[src/sv/trd_pkg.sv]
// Shared constants, codes and structs of the tile row detiler.
`timescale 1ns / 1ps

package trd_pkg;

	localparam int MAX_WIDTH   = 512;
	localparam int MAX_TILE    = 16;
	localparam int BANK_WORDS  = MAX_WIDTH * MAX_TILE;
	localparam int IDX_W       = $clog2(BANK_WORDS);
	localparam int ADDR_W      = IDX_W + 1;
	localparam int RAM_DEPTH   = 2 * BANK_WORDS;
	localparam int RW_W        = IDX_W + 1;
	localparam int TCNT_W      = (MAX_TILE > 1) ? $clog2(MAX_TILE) : 1;

	localparam int PIX_W       = 32;
	localparam int IW_W        = 10;
	localparam int TW_W        = 5;
	localparam int TH_W        = 5;
	localparam int CFG_IDX_W   = 2;
	localparam int CFG_DATA_W  = 10;

	localparam int QUEUE_DEPTH = 4;
	localparam int QPTR_W      = $clog2(QUEUE_DEPTH);
	localparam int QCNT_W      = QPTR_W + 1;

	localparam logic [CFG_IDX_W-1:0] REG_IMAGE_WIDTH = 2'd0;
	localparam logic [CFG_IDX_W-1:0] REG_TILE_WIDTH  = 2'd1;
	localparam logic [CFG_IDX_W-1:0] REG_TILE_HEIGHT = 2'd2;

	localparam logic [IW_W-1:0] RST_IMAGE_WIDTH = 10'd256;
	localparam logic [TW_W-1:0] RST_TILE_WIDTH  = 5'd1;
	localparam logic [TH_W-1:0] RST_TILE_HEIGHT = 5'd1;

	typedef enum logic [2:0] {
		ST_PIXEL  = 3'd0,
		ST_ACCEPT = 3'd1,
		ST_EMPTY  = 3'd2,
		ST_REJECT = 3'd3,
		ST_LAYOUT = 3'd4
	} status_t;

	typedef struct packed {
		logic [IW_W-1:0] image_width;
		logic [TW_W-1:0] tile_width;
		logic [TH_W-1:0] tile_height;
		logic [RW_W-1:0] row_words;
		logic            layout_ok;
	} layout_t;

	typedef struct packed {
		logic    valid;
		status_t status;
		logic    last;
	} cmd_t;

	typedef struct packed {
		logic [PIX_W-1:0] pixel;
		logic             last;
		status_t          status;
	} result_t;

endpackage

[src/sv/trd_front.sv]
// Front end: classify requests, step fill and drain counters, drive the line store port.
`timescale 1ns / 1ps

module trd_front (
	input  logic                        clk,
	input  logic                        arst_n,
	input  logic                        accept,
	input  logic                        kind,
	input  logic [trd_pkg::PIX_W-1:0]   pixel_in,
	input  trd_pkg::layout_t            layout,
	input  logic                        restart,
	output logic                        ram_we,
	output logic [trd_pkg::ADDR_W-1:0]  ram_addr,
	output logic [trd_pkg::PIX_W-1:0]   ram_wdata,
	output trd_pkg::cmd_t               cmd
);
	import trd_pkg::*;

	logic              fill_bank_q;
	logic [TCNT_W-1:0] x_q;
	logic [TCNT_W-1:0] y_q;
	logic [IDX_W-1:0]  y_off_q;
	logic [IW_W-1:0]   col_x_q;
	logic [IDX_W-1:0]  drain_idx_q;
	logic [1:0]        bank_full_q;

	logic              fill_full;
	logic              drain_any;
	logic              dbank;
	logic              x_wrap;
	logic              y_wrap;
	logic              col_wrap;
	logic              drain_last;
	logic [IDX_W-1:0]  faddr;
	logic              push_ok;
	logic              drain_ok;

	always_comb begin
		fill_full  = bank_full_q[fill_bank_q];
		drain_any  = |bank_full_q;
		// with both banks full the fill pointer marks the older one
		dbank      = (&bank_full_q) ? fill_bank_q : ~bank_full_q[0];
		x_wrap     = (TW_W'(x_q) + 1'b1) >= layout.tile_width;
		y_wrap     = (TH_W'(y_q) + 1'b1) >= layout.tile_height;
		col_wrap   = ((IW_W+1)'(col_x_q) + (IW_W+1)'(layout.tile_width))
			>= (IW_W+1)'(layout.image_width);
		drain_last = (RW_W'(drain_idx_q) + 1'b1) >= layout.row_words;
		faddr      = y_off_q + IDX_W'(col_x_q) + IDX_W'(x_q);
		push_ok    = accept && !kind && layout.layout_ok && !fill_full;
		drain_ok   = accept && kind && drain_any;
	end

	always_comb begin
		cmd.valid = accept;
		cmd.last  = drain_ok && drain_last;
		if (!kind) begin
			if (!layout.layout_ok) begin
				cmd.status = ST_LAYOUT;
			end else if (fill_full) begin
				cmd.status = ST_REJECT;
			end else begin
				cmd.status = ST_ACCEPT;
			end
		end else begin
			cmd.status = drain_any ? ST_PIXEL : ST_EMPTY;
		end
		ram_we    = push_ok;
		ram_addr  = kind ? {dbank, drain_idx_q} : {fill_bank_q, faddr};
		ram_wdata = pixel_in;
	end

	always_ff @(posedge clk or negedge arst_n) begin
		if (!arst_n) begin
			fill_bank_q <= 1'b0;
			x_q         <= '0;
			y_q         <= '0;
			y_off_q     <= '0;
			col_x_q     <= '0;
			drain_idx_q <= '0;
			bank_full_q <= '0;
		end else if (restart) begin
			fill_bank_q <= 1'b0;
			x_q         <= '0;
			y_q         <= '0;
			y_off_q     <= '0;
			col_x_q     <= '0;
			drain_idx_q <= '0;
			bank_full_q <= '0;
		end else if (push_ok) begin
			if (x_wrap) begin
				x_q <= '0;
				if (y_wrap) begin
					y_q     <= '0;
					y_off_q <= '0;
					if (col_wrap) begin
						col_x_q                  <= '0;
						bank_full_q[fill_bank_q] <= 1'b1;
						fill_bank_q              <= ~fill_bank_q;
					end else begin
						col_x_q <= col_x_q + IW_W'(layout.tile_width);
					end
				end else begin
					y_q     <= y_q + 1'b1;
					y_off_q <= y_off_q + IDX_W'(layout.image_width);
				end
			end else begin
				x_q <= x_q + 1'b1;
			end
		end else if (drain_ok) begin
			if (drain_last) begin
				drain_idx_q        <= '0;
				bank_full_q[dbank] <= 1'b0;
			end else begin
				drain_idx_q <= drain_idx_q + 1'b1;
			end
		end
	end

endmodule

[config.mk]
export PLATFORM = sky130hd
export DESIGN_NAME = trd_front
export DESIGN_NICKNAME = d
export VERILOG_FILES = /design/src/sv/trd_pkg.sv /design/src/sv/trd_front.sv
export SDC_FILE = /design/constraint.sdc
export NUM_CORES = 1
export LEC_CHECK = 0
export CORE_MARGIN = 2
export CORE_UTILIZATION = 58
export CTS_BUF_LIST = sky130_fd_sc_hd__clkbuf_8
export DETAILED_ROUTE_END_ITERATION = 12
export DONT_BUFFER_PORTS = 1
export GPL_ROUTABILITY_DRIVEN = 0
export PLACE_DENSITY = 0.76
export REMOVE_ABC_BUFFERS = 1
export SETUP_SLACK_MARGIN = 0.1
export SLEW_MARGIN = 20
export SYNTH_ARGS = -nofsm -noshare
export SYNTH_HDL_FRONTEND = slang
export SYNTH_SLANG_ARGS = --single-unit
[constraint.sdc]
create_clock -name clk -period 2.8 [get_ports clk]
set_input_delay 0.28 -clock clk [delete_from_list [all_inputs] [get_ports clk]]
set_output_delay 0.28 -clock clk [all_outputs]
set_load 0.01 [all_outputs]
==> impl_metrics.ini, run 1 <==
[synthesis]
synth-edff-count = 0
ys_seq_area_share_pct = 24.3
synthArstFlopShare_pct = 100
synth.top_cells.by_area = dfrtp_1 24%, ha_1 18%, buf_4 5.3%
synth_top_area_cell = dfrtp_1
synth_warnings = 0
synthDistinctLibCells = 65
syn_avg_cell_area_um2 = 8.75
synth-seq-cells = 47
synth_cells = 553
synth_top_flop_cell = dfrtp_1
yosysTopAreaCellShare_pct = 24.3
syn_area_um2 = 4840

[critical_path]
cpLargestDelayFamily = adder cells
endpoint_kind = output pin
worstPathMaxFanout = 3
arrival_ns = 3.08
cp_slowest_cell = fa_1
path_cells = fa_1 -> ha_2 -> inv_2 -> fa_2 -> nor2b_2 -> o21a_1 -> o21ai_2 -> a21oi_2 -> o211a_1 -> nor3_1 -> o31ai_1 -> buf_4
cp_num_buf_inv = 2
critPathRequiredTime_ns = 2.52
critPathKind = register to output pin
cp-start-kind = register
slowest_delay_ns = 0.55

[sta]
maxSlewHeadroom_pct = 47.4
period_share_pct = 120
tightest_slew_ns = 0.786
hold_viol = 0
max_freq_mhz = 297
fin_skew_ns = 0.00403
final_max_slew_viol_count = 0
tns_ns = -11.93
setup-violations-final = 35
setup_slack_ns = -0.563
hold_slack_ns = 0.0143
rsz0062_at_grt = true
min_period_ns = 3.36

[routing]
final_antenna_net_count = 0
drt_iter0_markers = 228
wl_um = 14500
drtPass1Iterations = 7
viasPerCell = 6.19
wl_per_cell_um = 20.1
via_count = 4485
drc_errors = 0

[clocking]
cts_sinks = 47
cts_root_buf = clkbuf_8
clkLatencyLatePin_ns = 0.31
cts.reportedPaths.clkPinSlew_ns = 0.09
cts_tree = done
numCtsBuffers = 5
clock_path_buffers = 2
cts_max_level = 2

[floorplanning]
die_area_um2 = 9090
core_um2 = 8130
fp.dieW_um = 95.3
start_util_pct = 59.5
io_pins = 124
die_y_um = 95.3
rows = 33

[final_layout]
final_util_pct = 73.7
fin_area_um2 = 6000
nets = 765
area_growth_pct = 23.9
layout.filler_cells = 547
antenna_cells = 0
layout_common_cells = 87 x buf_4, 61 x ha_1, 54 x inv_1, 47 x dfrtp_1, 40 x nand2_1
final_common_cell = buf_4
drive_above_1_share_pct = 30.5

[grt]
antenna_found_initial = 0
grt_start_max_net_pins = 48
grt_pass1_vias = 4396
grt_pass1_wl_um = 21700
overflow = 0
grt_use_total_pct = 30.9

[placement]
io_buffers = 0
post_dp_cell_area_um2 = 5220
dp_hpwl_um = 10000

[run_status]
status = finished with violations
violations = setup timing

[worst_hold_path]
hp-class = input port to register

[run]
maxCapViolCount = 0

[power]
p_leak_nw = 3.08
vdd_ir_drop_max_v = 0.000168
p_per_area_nw_per_um2 = 220
p_total_mw = 1.32
registers in the layout, summed over array words and instances (netlist names):
| register | cells |
|---|---|
| drain_idx_q | 13 |
| bank_full_q | 2 |
| x_q | 4 |
| col_x_q | 10 |
| y_off_q | 13 |
| y_q | 4 |
| fill_bank_q | 1 |
routing by layer:
layer  GRT usage (%)  up-vias  routed length [µm]
met5            7.74        -                  87
met4            8.82        4                 406
met3            10.5       45                1270
met2            52.2      211                7170
met1            36.9     2142                5620
li1                -     2083                   -
layout make-up:
class	instances	area [µm²]	share of cell area, %
clock buffer	5	68.8	1.15
clock inverter	3	16.3	0.271
inverter	58	224	3.73
multi-input combinational	404	3520	58.7
sequential	47	1180	19.6
tap	105	131	2.19
timing repair buffer	102	862	14.4
cell usage after synthesis, types with 15 or more instances:
library cell / n
a21o_1: 15
a21oi_1: 24
a22o_1: 20
buf_4: 34
dfrtp_1: 47
ha_1: 68
inv_1: 56
nand2_1: 41
nand3_1: 17
nor2_1: 17
o21ai_0: 34
xnor2_1: 25
stage by stage:
step	std cells	setup WS (ns)
2_1_floorplan	508	-0.160
3_3_place_gp	686	-0.283
3_5_place_dp	686	-0.449
4_1_cts	715	-0.570
5_1_grt	724	-0.661
6_report	724	-0.563
where the power goes:
part / switching (mW) / leakage [nW] / internal [mW]
Sequential: 0.00216 / 0.656 / 0.680
Clock: 0.249 / 0.0453 / 0.172
Combinational: 0.122 / 2.38 / 0.0927
Total: 0.374 / 3.08 / 0.945
what timing repair did:
action / CTS / global route
setup buffers: 17 / 12
setup endpoints to repair: 52 / 54
gates cloned: 2 / 0
resized for setup: 79 / 27
endpoints found under the hold margin: 47 / 0
pin swaps: 52 / 41
hold buffers: 2 / 0
cell families (layout without fill, tap and decap cells):
group	after synthesis	after routing	synth area share [%]
simple gates	134	135	14.5
compound gates	152	152	21.9
buf+inv	103	168	11.0
fa+ha+maj	75	75	20.5
flops	47	47	24.3
xor+xnor	39	39	7.21
mux	3	3	0.672
path summary, 6_finish.rpt:
kind,from,to,slack (ns),depth (start not counted)
max,x_q[1]$_DFFE_PN0N_,ram_addr[11],-0.56,12
min,restart,fill_bank_q$_DFFE_PN0P_,0.01,1
max reg2reg,col_x_q[0]$_DFFE_PN0P_,col_x_q[6]$_DFFE_PN0P_,-0.51,17
min reg2reg,drain_idx_q[12]$_DFFE_PN0P_,drain_idx_q[12]$_DFFE_PN0P_,0.55,1
max in group asynchronous,arst_n,y_off_q[9]$_DFFE_PN0P_,2.10,2
min in group asynchronous,arst_n,drain_idx_q[2]$_DFFE_PN0P_,0.46,2
Note: power is estimated with default switching activity, not from simulation.
==> run 2: changes to the inputs <==
--- a/config.mk
+++ b/config.mk
@@ -13,7 +13,7 @@
 export GPL_ROUTABILITY_DRIVEN = 0
 export PLACE_DENSITY = 0.76
 export REMOVE_ABC_BUFFERS = 1
-export SETUP_SLACK_MARGIN = 0.1
+export SETUP_SLACK_MARGIN = 0.4
 export SLEW_MARGIN = 20
 export SYNTH_ARGS = -nofsm -noshare
 export SYNTH_HDL_FRONTEND = slang
==> impl_metrics.ini, run 2 (same netlist as run 1, synthesis figures left out) <==
[routing]
via_count = 4696
drtPass1Iterations = 5
drc_errors = 0
final_antenna_net_count = 0
viasPerCell = 6.35
wl_per_cell_um = 21.3
drt_iter0_markers = 307
wl_um = 15700

[sta]
setup-violations-final = 36
hold_slack_ns = 0.0106
period_share_pct = 122
maxSlewHeadroom_pct = 49.5
final_max_slew_viol_count = 0
hold_viol = 0
fin_skew_ns = 0.00887
tightest_slew_ns = 0.755
setup_slack_ns = -0.612
rsz0062_at_grt = true
tns_ns = -13.70
min_period_ns = 3.41
max_freq_mhz = 293

[grt]
grt_pass1_wl_um = 22800
grt_use_total_pct = 32.4
antenna_found_initial = 0
grt_pass1_vias = 4462
grt_start_max_net_pins = 48
overflow = 0

[final_layout]
fin_area_um2 = 6310
largestRegisters = drain_idx_q (13), y_off_q (13), col_x_q (10)
antenna_cells = 0
final_common_cell = buf_4
area_growth_pct = 30.5
layout_common_cells = 91 x buf_4, 60 x ha_1, 54 x inv_1, 47 x dfrtp_1, 38 x nand2_1
drive_above_1_share_pct = 35.1
nets = 781

[critical_path]
r2r_end = col_x_q[6]$_DFFE_PN0P_
endpoint_kind = output pin
path_cells = fa_1 -> ha_2 -> inv_2 -> fa_2 -> nor2b_2 -> o21a_1 -> o21ai_2 -> a21oi_2 -> o211a_1 -> nor3_2 -> o31ai_1 -> buf_4
critPathRequiredTime_ns = 2.52
startpoint = x_q[1]$_DFFE_PN0N_
cp_slowest_cell = fa_1
cp-start-kind = register
reg2reg_depth = 17
r2r-start = col_x_q[0]$_DFFE_PN0P_
slowest_delay_ns = 0.55
worstPathMaxFanout = 3
crit_path_end = ram_addr[11]
reg2reg_slack_ns = -0.58
critPathKind = register to output pin
arrival_ns = 3.13

[run_status]
violations = setup timing
status = finished with violations

[floorplanning]
core_um2 = 8130
die_area_um2 = 9090
io_pins = 124
start_util_pct = 59.5
fp.dieW_um = 95.3
die_y_um = 95.3
rows = 33

[clocking]
cts_root_buf = clkbuf_8
cts_tree = done
cts_max_level = 2
numCtsBuffers = 5
cts_sinks = 47
cts.reportedPaths.clkPinSlew_ns = 0.09
clock_path_buffers = 2
clkLatencyLatePin_ns = 0.31

[power]
vdd_ir_drop_max_v = 0.000165
p_per_area_nw_per_um2 = 215
p_leak_nw = 3.22

[worst_hold_path]
min_from = restart
hp-class = input port to register
min_path_cells = 1

[placement]
dp_hpwl_um = 10000
post_dp_cell_area_um2 = 5220
io_buffers = 0
post-place-ws_ns = -0.449

[run]
maxCapViolCount = 0
run 2: layout make-up:
type / instances / area (µm²)
inverter: 58 / 224
multi-input combinational: 404 / 3680
fill: 483 / 1820
clock buffer: 5 / 68.8
timing repair buffer: 118 / 1020
tap: 105 / 131
clock inverter: 3 / 16.3
sequential: 47 / 1180
run 2: how the worst min path moves through the flow:
stage,slack [ns],endpoint
floorplan,-0.02,bank_full_q[0]$_DFFE_PN0P_
CTS,0.02,col_x_q[9]$_DFFE_PN0P_
global route,0.009,col_x_q[9]$_DFFE_PN0P_
finish,0.01,col_x_q[9]$_DFFE_PN0P_
global placement,-0.01,drain_idx_q[2]$_DFFE_PN0P_
detailed placement,-0.01,drain_idx_q[3]$_DFFE_PN0P_
run 2: per-stage QoR:
step,utilization (%),instances,total power [mW]
6_report,77.6,740,1.36
5_1_grt,77.6,740,1.40
4_1_cts,73.6,724,1.32
3_5_place_dp,64.2,686,0.853
3_3_place_gp,64.2,686,0.845
2_1_floorplan,-,508,0.803
run 2: power breakdown:
group | total (mW) | leakage (nW) | internal, mW | switching [mW]
combinational | 0.247 | 2.52 | 0.110 | 0.137
sequential | 0.683 | 0.656 | 0.680 | 0.00266
clock | 0.426 | 0.0453 | 0.172 | 0.254
total | 1.36 | 3.22 | 0.962 | 0.393
run 2: critical path, delay by kind of cell (launching register included):
kind                       cells  cell delay [ns]
adders and majority gates      3             1.09
AOI/OAI and AO/OA              5             0.90
DFF                            1             0.43
buffers and inverters          2             0.21
and+or+nand+nor                2             0.17
run 2: per-layer routing:
layer / track usage (%) / part of all wire, % / routed length (µm) / vias to the layer above
li1: - / - / - / 2105
met1: 39.3 / 39 / 6170 / 2292
met2: 54.9 / 49 / 7710 / 253
met3: 10.3 / 8.7 / 1370 / 44
met4: 8.82 / 2.6 / 416 / 2
met5: 7.74 / 0.38 / 59 / -
run 2: repair_timing:
item | 4_1_cts | 5_1_grt
gates cloned | 4 | 0
endpoints found under the setup margin | 56 | 57
hold buffers | 2 | 0
hold endpoints to repair | 47 | 0
gates resized for setup | 111 | 41
pin swaps | 71 | 50
setup buffers | 24 | 16
==> run 3: changes to the inputs <==
--- a/config.mk
+++ b/config.mk
@@ -6,12 +6,11 @@
 export NUM_CORES = 1
 export LEC_CHECK = 0
 export CORE_MARGIN = 2
-export CORE_UTILIZATION = 58
+export CORE_UTILIZATION = 30
 export CTS_BUF_LIST = sky130_fd_sc_hd__clkbuf_8
 export DETAILED_ROUTE_END_ITERATION = 12
 export DONT_BUFFER_PORTS = 1
 export GPL_ROUTABILITY_DRIVEN = 0
-export PLACE_DENSITY = 0.76
 export REMOVE_ABC_BUFFERS = 1
 export SETUP_SLACK_MARGIN = 0.4
 export SLEW_MARGIN = 20
==> impl_metrics.ini, run 3 (same netlist as run 1, synthesis figures left out) <==
[final_layout]
final_common_cell = buf_4
antenna_cells = 0
layout_common_cells = 96 x buf_4, 61 x ha_1, 51 x inv_1, 46 x dfrtp_1, 38 x nand2_1
nets = 784
largestRegisters = drain_idx_q (13), y_off_q (13), col_x_q (10)
fin_area_um2 = 6520
drive_above_1_share_pct = 35.7
area_growth_pct = 34.7

[run_status]
status = finished with violations
violations = setup timing

[power]
p_leak_nw = 3.24
p_per_area_nw_per_um2 = 225
netSwitchingFraction_pct = 26.6
pwr-share-clk_pct = 37.4
seq_power_share_pct = 46.6
p_int_mw = 1.08
switching_power_mw = 0.390
vdd_ir_drop_max_v = 0.000178
p_comb_share_pct = 16.0

[floorplanning]
fp.dieW_um = 131
die_y_um = 131
die_area_um2 = 17200
io_pins = 124
core_um2 = 15800
start_util_pct = 30.6
rows = 46

[clocking]
cts.reportedPaths.clkPinSlew_ns = 0.09
clkLatencyLatePin_ns = 0.31
cts_root_buf = clkbuf_8
cts_tree = done
cts_sinks = 47
cts_max_level = 2
clock_path_buffers = 2
numCtsBuffers = 5

[routing]
drt_iter0_markers = 198
via_count = 4382
final_antenna_net_count = 0
wl_um = 15000
viasPerCell = 5.13
drc_errors = 0
drtPass1Iterations = 4
wl_per_cell_um = 17.6

[critical_path]
slowest_delay_ns = 0.59
critPathRequiredTime_ns = 2.52
reg2reg_slack_ns = -0.38
cp_num_buf_inv = 2
cp-start-kind = register
critPathKind = register to output pin
cpLargestDelayFamily = adder cells
startpoint = y_off_q[1]$_DFFE_PN0P_
path_cells = fa_1 -> ha_4 -> inv_2 -> fa_2 -> nor2b_1 -> o21a_1 -> o21ai_2 -> a21oi_2 -> o211a_1 -> nor3_2 -> o31ai_2 -> buf_4
cp_slowest_cell = fa_1
r2r-start = drain_idx_q[1]$_DFFE_PN0P_
arrival_ns = 3.06
endpoint_kind = output pin
worstPathMaxFanout = 3
reg2reg_depth = 14
r2r_end = bank_full_q[0]$_DFFE_PN0P_

[placement]
dp_hpwl_um = 10900
post_dp_cell_area_um2 = 5350
io_buffers = 0

[grt]
grt_pass1_wl_um = 23100
grt_pass1_vias = 4465
overflow = 0
grt_start_max_net_pins = 48
grt_use_total_pct = 17.3
antenna_found_initial = 0
met1_usage_pct = 20.6
use_met3_pct = 6.51
busiest_layer = met2
use_met2_pct = 29.0

[worst_hold_path]
min_path_cells = 1
min_from = restart
hp-class = input port to register
hold_end = fill_bank_q$_DFFE_PN0P_

[sta]
setup-violations-final = 35
setup_slack_ns = -0.541
fin_skew_ns = 0.00810
period_share_pct = 119
min_period_ns = 3.34
rsz0062_at_grt = true
maxSlewHeadroom_pct = 50.9
tns_ns = -10.54
max_freq_mhz = 299
hold_viol = 0
final_max_slew_viol_count = 0
tightest_slew_ns = 0.734

[run]
maxCapViolCount = 0
[run 3: changes by cell type in the layout (fill, tap and decap cells not counted), sizes merged]
cell | previous run | this run
buf | 117 | 120
bufinv | 0 | 1
clkbuf | 5 | 6
clkinvlp | 1 | 0
dlygate4sd3 | 1 | 2
inv | 57 | 56
nor2 | 20 | 19
[run 3: area by class of cell]
| type | count | area, µm² |
|---|---|---|
| tap | 216 | 270 |
| clock buffer | 6 | 82.6 |
| multi-input combinational | 403 | 3650 |
| timing repair buffer | 122 | 1080 |
| inverter | 58 | 224 |
| sequential | 47 | 1180 |
| fill | 1536 | 9310 |
| clock inverter | 2 | 35.0 |
[run 3: what timing repair did]
action | in CTS | in global routing
pin swaps | 40 | 42
setup endpoints to repair | 56 | 57
gates resized for setup | 93 | 53
hold buffers | 2 | 1
endpoints found under the hold margin | 47 | 1
cloned | 1 | 0
setup buffers | 21 | 26
[run 3: how the worst max path moves through the flow]
stage,end,slack (ns),depth (start not counted)
2_1_floorplan,bank_full_q[1]$_DFFE_PN0P_,-0.16,15
3_3_place_gp,bank_full_q[1]$_DFFE_PN0P_,-0.29,15
3_5_place_dp,col_x_q[6]$_DFFE_PN0P_,-0.39,15
4_1_cts,ram_addr[11],-0.54,12
5_1_grt,ram_addr[11],-0.67,15
6_report,ram_addr[11],-0.54,12
[run 3: power groups by stage]
stage | Sequential [mW] | Combinational (mW) | Clock (mW)
detailed placement | 0.696 | 0.159 | 0
global placement | 0.696 | 0.152 | 0
CTS | 0.683 | 0.212 | 0.557
floorplan | 0.696 | 0.107 | 0
finish | 0.683 | 0.235 | 0.549
global route | 0.683 | 0.259 | 0.588
[run 3: routing by layer]
metal	vias to the layer above	routed length (µm)
met5	-	0
met4	0	236
met3	18	1260
met2	134	7160
met1	2109	6340
li1	2121	-
[run 3: worst reg2reg max path: cells and delay by family (launching register included)]
kind,cells,cell delay (ns)
AND/OR/NAND/NOR,5,1.22
AO/OA/AOI/OAI,5,0.75
flip-flops,1,0.44
buffers and inverters,2,0.26
adder cells (fa/ha/maj),1,0.23
XOR/XNOR,1,0.20
[run 3: per-stage QoR]
| stage | utilization [%] | hold WS (ns) | std cells | total power [mW] | worst slack, ns |
|---|---|---|---|---|---|
| 6_report | 41.2 | 0.0281 | 854 | 1.47 | -0.541 |
| 5_1_grt | 41.2 | 0.00899 | 854 | 1.53 | -0.668 |
| 3_3_place_gp | 33.8 | -0.0130 | 795 | 0.848 | -0.289 |
| 2_1_floorplan | - | -0.0156 | 508 | 0.803 | -0.160 |
| 4_1_cts | 38.5 | 0.0170 | 827 | 1.45 | -0.536 |
| 3_5_place_dp | 33.8 | -0.0129 | 795 | 0.855 | -0.389 |
